**src/rtl/brm_pkg.sv**
```systemverilog
// Byte register machine package: opcode and status codes.
// No dependencies; used by byte_register_machine_core_top.
package brm_pkg;

    typedef enum logic [7:0] {
        OP_INC  = 8'h01,
        OP_DEC  = 8'h02,
        OP_MOV  = 8'h03,
        OP_MOVC = 8'h04,
        OP_LSL  = 8'h05,
        OP_LSR  = 8'h06,
        OP_JMP  = 8'h07,
        OP_JZ   = 8'h08,
        OP_JNZ  = 8'h09,
        OP_JFE  = 8'h0A,
        OP_RET  = 8'h0B,
        OP_ADD  = 8'h0C,
        OP_SUB  = 8'h0D,
        OP_XOR  = 8'h0E,
        OP_OR   = 8'h0F,
        OP_IN   = 8'h10,
        OP_OUT  = 8'h11
    } t_opcode;

    typedef enum logic [1:0] {
        ST_RUN     = 2'd0,
        ST_HALT    = 2'd1,
        ST_ILLEGAL = 2'd2
    } t_status;

    localparam logic [7:0] PC_STEP = 8'd2;

endpackage

```
**src/rtl/byte_register_machine_core_top.sv**
```systemverilog
// Byte register machine core: executes one two-byte instruction per transaction.
// Depends on brm_pkg (opcodes, status codes).
//
// Pipeline: the register file is read into the execute stage when the input
//   transaction is accepted; execute writes the output register when it retires.
// Throughput: one instruction per cycle unless i_ready stalls; the register file's
//   synchronous read overlaps the previous instruction's execute and write-back.
// Reset: synchronous, active low. Clears counter, flags, halt mark, pipeline
//   valids and the per-register valid bits; registers never written read as zero,
//   so no clearing pass is needed.
module byte_register_machine_core_top #(
    parameter int REG_COUNT = 16
) (
    input  logic       i_clk,
    input  logic       i_rst_n,
    // input channel
    input  logic       i_valid,
    output logic       o_ready,
    input  logic [7:0] i_operation,
    input  logic [7:0] i_operand,
    input  logic [7:0] i_in_byte,
    input  logic       i_in_end,
    // result channel
    output logic       o_valid,
    input  logic       i_ready,
    output logic [7:0] o_next_fetch,
    output logic       o_out_valid,
    output logic [7:0] o_out_byte,
    output logic [1:0] o_status,
    output logic       o_zero_now,
    output logic       o_end_now
);

    localparam int AW = $clog2(REG_COUNT);

    // Register file: one write port, two synchronous read ports (x and y).
    logic [7:0]           mem [REG_COUNT];
    logic [REG_COUNT-1:0] r_written;   // entry written since reset

    // Architectural control state
    logic [7:0] r_pc;
    logic       r_zero;
    logic       r_end;
    logic       r_halt;

    // Execute stage (item whose operands were read when it was accepted)
    logic       r_ex_valid;
    logic [7:0] r_ex_op;
    logic [7:0] r_ex_arg;
    logic [7:0] r_ex_data;
    logic       r_ex_at_end;

    // Read data and bypass captured at the read edge
    logic [7:0] r_rd_x;
    logic [7:0] r_rd_y;
    logic       r_vld_x;
    logic       r_vld_y;
    logic       r_fwd_x;
    logic       r_fwd_y;
    logic [7:0] r_fwd_data;

    // Output register
    logic       r_out_valid;
    logic [7:0] r_next_fetch;
    logic       r_emit;
    logic [7:0] r_emitted;
    logic [1:0] r_status;
    logic       r_zero_out;
    logic       r_end_out;

    logic          in_fire;
    logic          ex_fire;
    logic [AW-1:0] in_x;
    logic [AW-1:0] in_y;
    logic [AW-1:0] ex_x;
    logic [7:0]    opa;
    logic [7:0]    opb;
    logic [7:0]    advance;
    logic [7:0]    jumped;

    // Execute results
    logic [7:0]    n_pc;
    logic          n_zero;
    logic          n_end;
    logic          n_halt;
    logic          wr_en;
    logic [AW-1:0] wr_addr;
    logic [7:0]    wr_data;
    logic          emit;
    logic [7:0]    emitted;
    logic [1:0]    status;

    // Handshake: execute retires when the output register is free or draining.
    assign ex_fire = r_ex_valid && (!r_out_valid || i_ready);
    assign o_ready = !r_ex_valid || ex_fire;
    assign in_fire = i_valid && o_ready;

    assign in_x = i_operand[AW-1:0];
    assign in_y = i_operand[4 +: AW];
    assign ex_x = r_ex_arg[AW-1:0];

    // Operand select: a write retiring at the read edge wins over stale memory data;
    // never-written entries read as zero.
    assign opa = r_fwd_x ? r_fwd_data : (r_vld_x ? r_rd_x : 8'd0);
    assign opb = r_fwd_y ? r_fwd_data : (r_vld_y ? r_rd_y : 8'd0);

    assign advance = r_pc + brm_pkg::PC_STEP;
    assign jumped  = r_pc + r_ex_arg;

    always_comb begin
        n_pc    = r_pc;
        n_zero  = r_zero;
        n_end   = r_end;
        n_halt  = r_halt;
        wr_en   = 1'b0;
        wr_addr = ex_x;
        wr_data = opa;
        emit    = 1'b0;
        emitted = 8'd0;
        status  = brm_pkg::ST_RUN;
        if (r_halt) begin
            status = brm_pkg::ST_HALT;
        end else begin
            case (r_ex_op)
                brm_pkg::OP_INC: begin
                    wr_en = 1'b1; wr_data = opa + 8'd1;
                end
                brm_pkg::OP_DEC: begin
                    wr_en = 1'b1; wr_data = opa - 8'd1;
                end
                brm_pkg::OP_MOV: begin
                    wr_en = 1'b1; wr_data = opb;
                end
                brm_pkg::OP_MOVC: begin
                    wr_en = 1'b1; wr_addr = '0; wr_data = r_ex_arg;
                end
                brm_pkg::OP_LSL: begin
                    wr_en = 1'b1; wr_data = {opa[6:0], 1'b0};
                end
                brm_pkg::OP_LSR: begin
                    wr_en = 1'b1; wr_data = {1'b0, opa[7:1]};
                end
                brm_pkg::OP_ADD: begin
                    wr_en = 1'b1; wr_data = opa + opb;
                end
                brm_pkg::OP_SUB: begin
                    wr_en = 1'b1; wr_data = opa - opb;
                end
                brm_pkg::OP_XOR: begin
                    wr_en = 1'b1; wr_data = opa ^ opb;
                end
                brm_pkg::OP_OR: begin
                    wr_en = 1'b1; wr_data = opa | opb;
                end
                brm_pkg::OP_JMP: begin
                    n_pc = jumped; n_zero = 1'b0; n_end = 1'b0;
                end
                brm_pkg::OP_JZ: begin
                    n_pc = r_zero ? jumped : advance; n_zero = 1'b0; n_end = 1'b0;
                end
                brm_pkg::OP_JNZ: begin
                    n_pc = r_zero ? advance : jumped; n_zero = 1'b0; n_end = 1'b0;
                end
                brm_pkg::OP_JFE: begin
                    n_pc = r_end ? jumped : advance; n_zero = 1'b0; n_end = 1'b0;
                end
                brm_pkg::OP_RET: begin
                    n_halt = 1'b1;
                    status = brm_pkg::ST_HALT;
                end
                brm_pkg::OP_IN: begin
                    n_pc = advance;
                    if (r_ex_at_end) begin
                        n_end = 1'b1;
                    end else begin
                        wr_en   = 1'b1;
                        wr_data = r_ex_data;
                        n_end   = 1'b0;
                    end
                end
                brm_pkg::OP_OUT: begin
                    n_pc    = advance;
                    n_zero  = 1'b0;
                    emit    = 1'b1;
                    emitted = opa;
                end
                default: begin
                    status = brm_pkg::ST_ILLEGAL;
                end
            endcase
            // ALU group: zero from the new value, end cleared, counter advances
            if (wr_en && (r_ex_op != brm_pkg::OP_IN)) begin
                n_pc   = advance;
                n_zero = (wr_data == 8'd0);
                n_end  = 1'b0;
            end
        end
    end

    // Register file write port
    always_ff @(posedge i_clk) begin
        if (ex_fire && wr_en) begin
            mem[wr_addr] <= wr_data;
        end
    end

    // Register file read ports; held while the execute stage stalls.
    always_ff @(posedge i_clk) begin
        if (in_fire) begin
            r_rd_x <= mem[in_x];
            r_rd_y <= mem[in_y];
        end
    end

    // Bypass capture and pipeline payload (no reset needed)
    always_ff @(posedge i_clk) begin
        if (in_fire) begin
            r_vld_x     <= r_written[in_x];
            r_vld_y     <= r_written[in_y];
            r_fwd_x     <= ex_fire && wr_en && (wr_addr == in_x);
            r_fwd_y     <= ex_fire && wr_en && (wr_addr == in_y);
            r_fwd_data  <= wr_data;
            r_ex_op     <= i_operation;
            r_ex_arg    <= i_operand;
            r_ex_data   <= i_in_byte;
            r_ex_at_end <= i_in_end;
        end
        if (ex_fire) begin
            r_next_fetch <= n_pc;
            r_emit       <= emit;
            r_emitted    <= emitted;
            r_status     <= status;
            r_zero_out   <= n_zero;
            r_end_out    <= n_end;
        end
    end

    // Control state
    always_ff @(posedge i_clk) begin
        if (!i_rst_n) begin
            r_written   <= '0;
            r_pc        <= 8'd0;
            r_zero      <= 1'b0;
            r_end       <= 1'b0;
            r_halt      <= 1'b0;
            r_ex_valid  <= 1'b0;
            r_out_valid <= 1'b0;
        end else begin
            if (in_fire) begin
                r_ex_valid <= 1'b1;
            end else if (ex_fire) begin
                r_ex_valid <= 1'b0;
            end
            if (ex_fire) begin
                r_pc        <= n_pc;
                r_zero      <= n_zero;
                r_end       <= n_end;
                r_halt      <= n_halt;
                r_out_valid <= 1'b1;
                if (wr_en) begin
                    r_written[wr_addr] <= 1'b1;
                end
            end else if (i_ready) begin
                r_out_valid <= 1'b0;
            end
        end
    end

    assign o_valid      = r_out_valid;
    assign o_next_fetch = r_next_fetch;
    assign o_out_valid  = r_emit;
    assign o_out_byte   = r_emitted;
    assign o_status     = r_status;
    assign o_zero_now   = r_zero_out;
    assign o_end_now    = r_end_out;

endmodule
```
**config.mk**
```make
export PLATFORM = sky130hd
export DESIGN_NAME = byte_register_machine_core_top
export DESIGN_NICKNAME = d
export VERILOG_FILES = /design/src/rtl/brm_pkg.sv /design/src/rtl/byte_register_machine_core_top.sv
export SDC_FILE = /design/constraint.sdc
export NUM_CORES = 1
export LEC_CHECK = 0
export ABC_CLOCK_PERIOD_IN_PS = 5800
export BUFFER_PORTS_ARGS = -buffer_cell sky130_fd_sc_hd__buf_2
export CORE_MARGIN = 1
export CORE_UTILIZATION = 62
export DETAILED_ROUTE_END_ITERATION = 12
export GPL_TIMING_DRIVEN = 0
export HOLD_SLACK_MARGIN = 0.08
export PLACE_DENSITY = 0.88
export RECOVER_POWER = 25
export SYNTH_ARGS = -nofsm -noshare
export SYNTH_HDL_FRONTEND = slang
export SYNTH_SLANG_ARGS = --single-unit
```
**constraint.sdc**
```tcl
create_clock -name i_clk -period 5.8 [get_ports i_clk]
set_input_delay 0.29 -clock i_clk [delete_from_list [all_inputs] [get_ports i_clk]]
set_output_delay 0.29 -clock i_clk [all_outputs]
set_load 0.05 [all_outputs]
```
* Word level (Yosys, flattened, before mapping)
Memory sizes are Yosys's and may differ from the RTL's. A register that Yosys moved wholly into a read port is not among the register bits.
Cells that the tools add are included.
** Storage, ports and cells
- Flip-flop bits (word level) :: 87
- Bits in latches :: 0
- RAM bits :: 128
- Bits in read-only memories :: 0
- Bits of input ports :: 29
- Output and inout bits :: 23
- Logic and storage cells :: 121
- Memories :: 1
** Memories
- mem :: depth 16, bits a word 8, read ports 2, clocked after Yosys merged registers in 2, write ports 1, RTL line byte_register_machine_core_top.sv:37 : logic [7:0] mem [REG_COUNT];
** Operators by class
- Add/sub/neg operators :: 6
- $mul :: 0
- Divide/modulo/power cells :: 0
- Magnitude comparators :: 4
- Eq/ne operators :: 20
- Shift operators :: 0
- Multiplexer cells :: 43
- Bitwise gates (word level) :: 4
- Reduce and logical (&&, ||, !) cells :: 21
** Operator list (count)
- two-way mux 8 bit :: 12
- one-hot mux 8 bit (11 select lines) :: 1
- == test 8 x 4 -> 1 bit (second input constant) :: 8
- one-hot mux 8 bit (5 select lines) :: 1
- == test 8 x 3 -> 1 bit (second input constant) :: 4
- two-way mux 1 bit :: 21
- adder 8 bit :: 2
- == test 8 x 2 -> 1 bit (second input constant) :: 2
- == test 8 x 5 -> 1 bit (second input constant) :: 2
- bitwise OR 16 bit :: 1
- OR reduction 16 bit :: 1
- < comparator 4 x 5 -> 1 bit (second input constant) :: 3
- OR reduction 10 bit :: 1
- adder 8 x 1 -> 8 bit (second input constant) :: 1
- adder 8 x 2 -> 8 bit (second input constant) :: 1
- binary-select mux 1 bit (select 4 bit) :: 2
- == test 4 bit :: 2
- == test 8 x 1 -> 1 bit (second input constant) :: 1
- zero test 8 bit :: 1
- two-way mux 4 bit :: 2
- != test 8 x 5 -> 1 bit (second input constant) :: 1
- bitwise OR 8 bit :: 1
- subtractor 8 x 1 -> 8 bit (second input constant) :: 1
- subtractor 8 bit :: 1
- other kinds (14) :: 25

* Depth between registers and ports, before layout
- Depth after elaboration :: 8
- Depth in mapped cells :: 17
- Gate-level depth less buffers :: 16

* Least setup slack after synthesis
Ideal clock, no wire load.
- Kind :: register to register
- Start point :: reg r_ex_op[4]
- End point :: mem mem[0][6] (data pin)
- Setup time :: 338 ps
- Data arrival time :: 4114 ps
- Required time :: 5462 ps
- Slack :: 1348 ps
- Stages on the path, launching flop included :: 15
- Buffers on the path :: 2
- Period minus slack after synthesis :: 4452 ps
- Path through :: edfxtp_1 buf_6 or4_4 buf_6 nor3_1 nand2_1 ha_1 fa_1 nor2b_1 o31a_1 o21a_1 nor3_1 or3b_2 and4_1 o21ai_0
** On the way
- Word-level cells in the longest chain between the ends :: 4
- Elaborated cells on any way between the ends :: 14
- Those cells by class :: eq/ne: 11; mux: 3
** RTL lines
- start, declared :: RTL line byte_register_machine_core_top.sv:48 : logic [7:0] r_ex_op;
- start signal, assigned :: RTL line byte_register_machine_core_top.sv:223 : r_ex_op <= i_operation;
- == test 8 x 5 -> 1 bit (tied with other cells) :: RTL line byte_register_machine_core_top.sv:124 : case (r_ex_op)
- one-hot mux 8 bit (11 select lines) * :: RTL line byte_register_machine_core_top.sv:124
- two-way mux 8 bit * (2 in series) :: RTL line byte_register_machine_core_top.sv:121 : if (r_halt) begin
- via wr_data[6] :: RTL line byte_register_machine_core_top.sv:88 : logic [7:0] wr_data;
- end, declared :: RTL line byte_register_machine_core_top.sv:37
The timed path passes the listed nets; every way through them passes the cells marked *. The select of a mux whose other input is x is not followed.

* Final worst setup path
- Start point :: reg r_ex_op[0]
- End point :: mem mem[8][7] (data pin)
Same word-level chain as after synthesis.

==> summary.md <==
| Metric | Value |
|---|---|
| Largest net degree at the start of global routing | `29` |
| Final Max Tran Viols | `27` |
| CTS buffer count | `24` |
| Fillers | `roughly 1,200` |
| CP Data Required Time | `between 5 and 6 ns` |
| Syn Std Cell Area | `about 0.012 mm2` |
| CTS tree | `yes` |
| Synthesis-to-layout area growth | `13.4%` |
| Crit-path max cell delay | `~0.95 ns` |
| Sw Ratio | `0.241` |
| 1st-iter DRT viols | `roughly 1,100` |
| Initial Util | `0.637` |
| Pre-antenna DRT Iters | `5` |
| Yosys warns | `0` |
| Maximum vdd drop | `between 0.3 and 0.4 mV` |
| Post-Synthesis Cells | `~900` |
| Worst-skew pair later-pin latency | `0.54 ns` |
| Slowest CP cell | `o21ai_1` |
| Layout cells sized above 1 | `0.176` |
| Top cells by area, synth | `edfxtp_1 51%, mux4_2 17%, dfxtp_1 4.8%` |
| Die Ht | `~140 um` |
| Final WS setup | `0.393 ns` |
| Final TNS setup | `0 ns` |
| Worst Setup Path Type | `flip-flop to flip-flop` |
| Reg area | `between 0.006 and 0.007 mm2` |
| Cts repair resizes | `0` |
| Arr. time, crit path | `about 5.6 ns` |
| Rel. slew slack | `-0.147` |
| Async S/R FF share, synth | `0` |
| Clk root buf | `clkbuf_16` |
| Total grt overflow | `0` |
| Max Root-Sink Buffers | `3` |
| Syn nets | `~930` |
| Input/output buffers | `between 50 and 60` |
| GRT Util Overall | `0.348` |
| Final Hold Vio Count | `0` |
| RSZ-0062 raised after global routing | `no` |
| Placer Congestion | `between 1 and 1.5` |
| FP Rows | `50` |
| WL final | `about 33 mm` |
| # IOs | `between 50 and 60` |
| LEAKAGE | `4.58 nW` |
| Overall die area | `0.0199 mm2` |
| Die Wd | `141 um` |
| CP max FO | `17` |
| Highest Clock Rate | `~180 MHz` |
| Core Util, Final | `0.722` |
| Vias in the first global route | `between 8,000 and 9,000` |
| Worst Path Buf+Inv | `4` |
| Detail Route Antenna Nets | `0` |
| WL/cell | `between 20 and 30 um` |
| Reg power frac | `0.500` |
| Max Cap Viol | `1` |
| Total power | `approximately 3.8 mW` |
| Drt drc | `0` |
| DP Area | `~0.013 mm2` |
| Failing checks | `max-capacitance violations, max-slew violations` |
| Multi-input gate area | `0.00505 mm2` |
| Ant. Diodes | `0` |
| Worst path cell trace | `buf_2, buf_1, clkbuf_1, buf_1, nor2_1, xnor2_1, a21oi_1, ha_1, o21ai_0, a21oi_1, o31a_1, o21ai_0, a211o_1, and2_1, o211ai_1, o21ai_1` |
| Final instance area | `0.0136 mm2` |
| Finished Layout Cells | `1,263` |
| Netlist cell types | `between 70 and 80` |
| Final Cycle Share | `0.932` |
| Commonest non-fill, non-tap cell in the layout | `edfxtp_1` |
| Area leader, netlist | `edfxtp_1` |
| Post-synth top area share | `0.506` |
| Initial antenna violation count | `0` |
| Outcome | `complete, but fails checks` |
| #FFs+latches synth | `231` |
| Crit end category | `flip-flop` |
| Min Tclk post-route | `around 5.4 ns` |
| Clk sink count | `between 200 and 250` |
| Logic gate share of total power | `0.105` |
| Pwr per Cell Area | `around 280 mW/mm2` |
| Worst min path class | `input port to flip-flop` |
| Post-synth top flop | `edfxtp_1` |
| Core Area | `approximately 0.019 mm2` |
| Place WS | `about 0.66 ns` |
| Post-synth EDFFs | `approximately 200` |
| Fin Hold WS | `0.186 ns` |
| Setup Skew | `around 0.018 ns` |
| Clock power frac | `0.394` |
| Seq/Total Area, Yosys | `0.554` |
| CTS H-tree lvls | `1` |
| Worst setup SP type | `flip-flop` |
| Syn Area/Cell | `roughly 14 um2` |
| First-pass GRT wire length | `around 51 mm` |
| Psw | `just over 900 uW` |
| Final nets | `between 1,000 and 1,500` |
| Highest-count cells in the layout ignoring fill and taps | `202 x edfxtp_1, 114 x nor2_1, 90 x mux4_2` |
| Vias | `approximately 8,800` |
| Final setup viols | `0` |
| Placed Instances | `approximately 1,200` |
| Cell family with most CP delay | `compound AO/OA/AOI/OAI gates` |
| Hpwl dp | `approximately 23 mm` |
| Cell Int Power | `between 2 and 3 mW` |
| Worst-path clk slew | `0.06 ns` |
| Drt via density | `~7` |
| Worst Tran Pin Value | `1.72 ns` |
-- final timing paths --
kind	startpoint	endpoint	slack (ns)	cells after the start
hold / removal	i_rst_n	r_pc[7]	0.19	5
setup / recovery	r_ex_op[0]	mem[8][7]	0.39	16
hold reg to reg	r_written[7]	r_written[7]	0.49	1
setup reg to reg	r_ex_op[0]	mem[8][7]	0.39	16
-- sequential cells by signal, summed over array words and instances, names as in the netlist, 2 cells and up --
signal,flops
r_pc,8
o_status,2
mem,128
o_next_fetch,8
r_ex_arg,8
o_out_byte,8
r_fwd_data,8
r_rd_y,8
r_written,16
r_ex_data,8
r_rd_x,8
r_ex_op,8
-- metal layers --
layer	track usage	wire [um]
met1	0.422	11700
met5	0	0
met3	0.0581	3090
met4	0.191	1760
met2	0.597	16700
-- timing repair --
action	in CTS	in global routing
hold buffers	27	0
buffers inserted	0	0
hold endpoints to repair	27	0
-- cells by family after synthesis --
logic type,count (synthesis),synth area share
flops,231,0.554
fa+ha+maj,26,0.0284
buf+inv,73,0.0253
xor+xnor,18,0.0132
simple gates,260,0.106
compound gates,178,0.102
mux,92,0.171
-- synth_stat cells (all sizes together), types with 3 or more instances --
| library cell | instances |
|---|---|
| nand3b | 3 |
| and4 | 4 |
| nand3 | 16 |
| or3 | 3 |
| o32ai | 4 |
| o211ai | 5 |
| and3 | 5 |
| nor4bb | 3 |
| ha | 24 |
| and2 | 3 |
| o32a | 5 |
| a211o | 4 |
| o22ai | 4 |
| xnor2 | 15 |
| a21o | 6 |
| o21bai | 5 |
| a211oi | 11 |
| nand4 | 3 |
| a22oi | 15 |
| nand2b | 10 |
| mux4 | 90 |
| nor2b | 4 |
| a2bb2oi | 5 |
| a31oi | 4 |
| nor4 | 11 |
| nor3 | 17 |
| or2 | 3 |
| a22o | 3 |
| a21oi | 44 |
| o21a | 9 |
| edfxtp | 202 |
| nand2 | 48 |
| inv | 21 |
| dfxtp | 29 |
| xor2 | 3 |
| nor2 | 115 |
| buf | 23 |
| clkbuf | 29 |
| o21ai | 33 |
-- cell type report --
class	instances	area share
timing repair buffer	81	0.0372
sequential	231	0.489
clock buffer	38	0.0526
clock inverter	6	0.00396
buffer	52	0.0165
tap	260	0.0239
multi-input combinational	574	0.371
inverter	21	0.00580
-- power groups by stage --
stage | registers [mW] | logic (mW) | clock network, mW
6_report | 1.88 | 0.397 | 1.48
5_1_grt | 1.88 | 0.422 | 1.55
4_1_cts | 1.88 | 0.393 | 1.49
3_5_place_dp | 1.91 | 0.374 | 0
3_3_place_gp | 1.91 | 0.357 | 0
2_1_floorplan | 1.93 | 0.241 | 0
-- worst min-delay path, delay by kind of cell --
family | cells | cell delay [ns]
and+or+nand+nor | 3 | 0.20
buffers and inverters | 1 | 0.10
AOI/OAI and AO/OA | 1 | 0.07
Power figures use the tool's default switching activity.
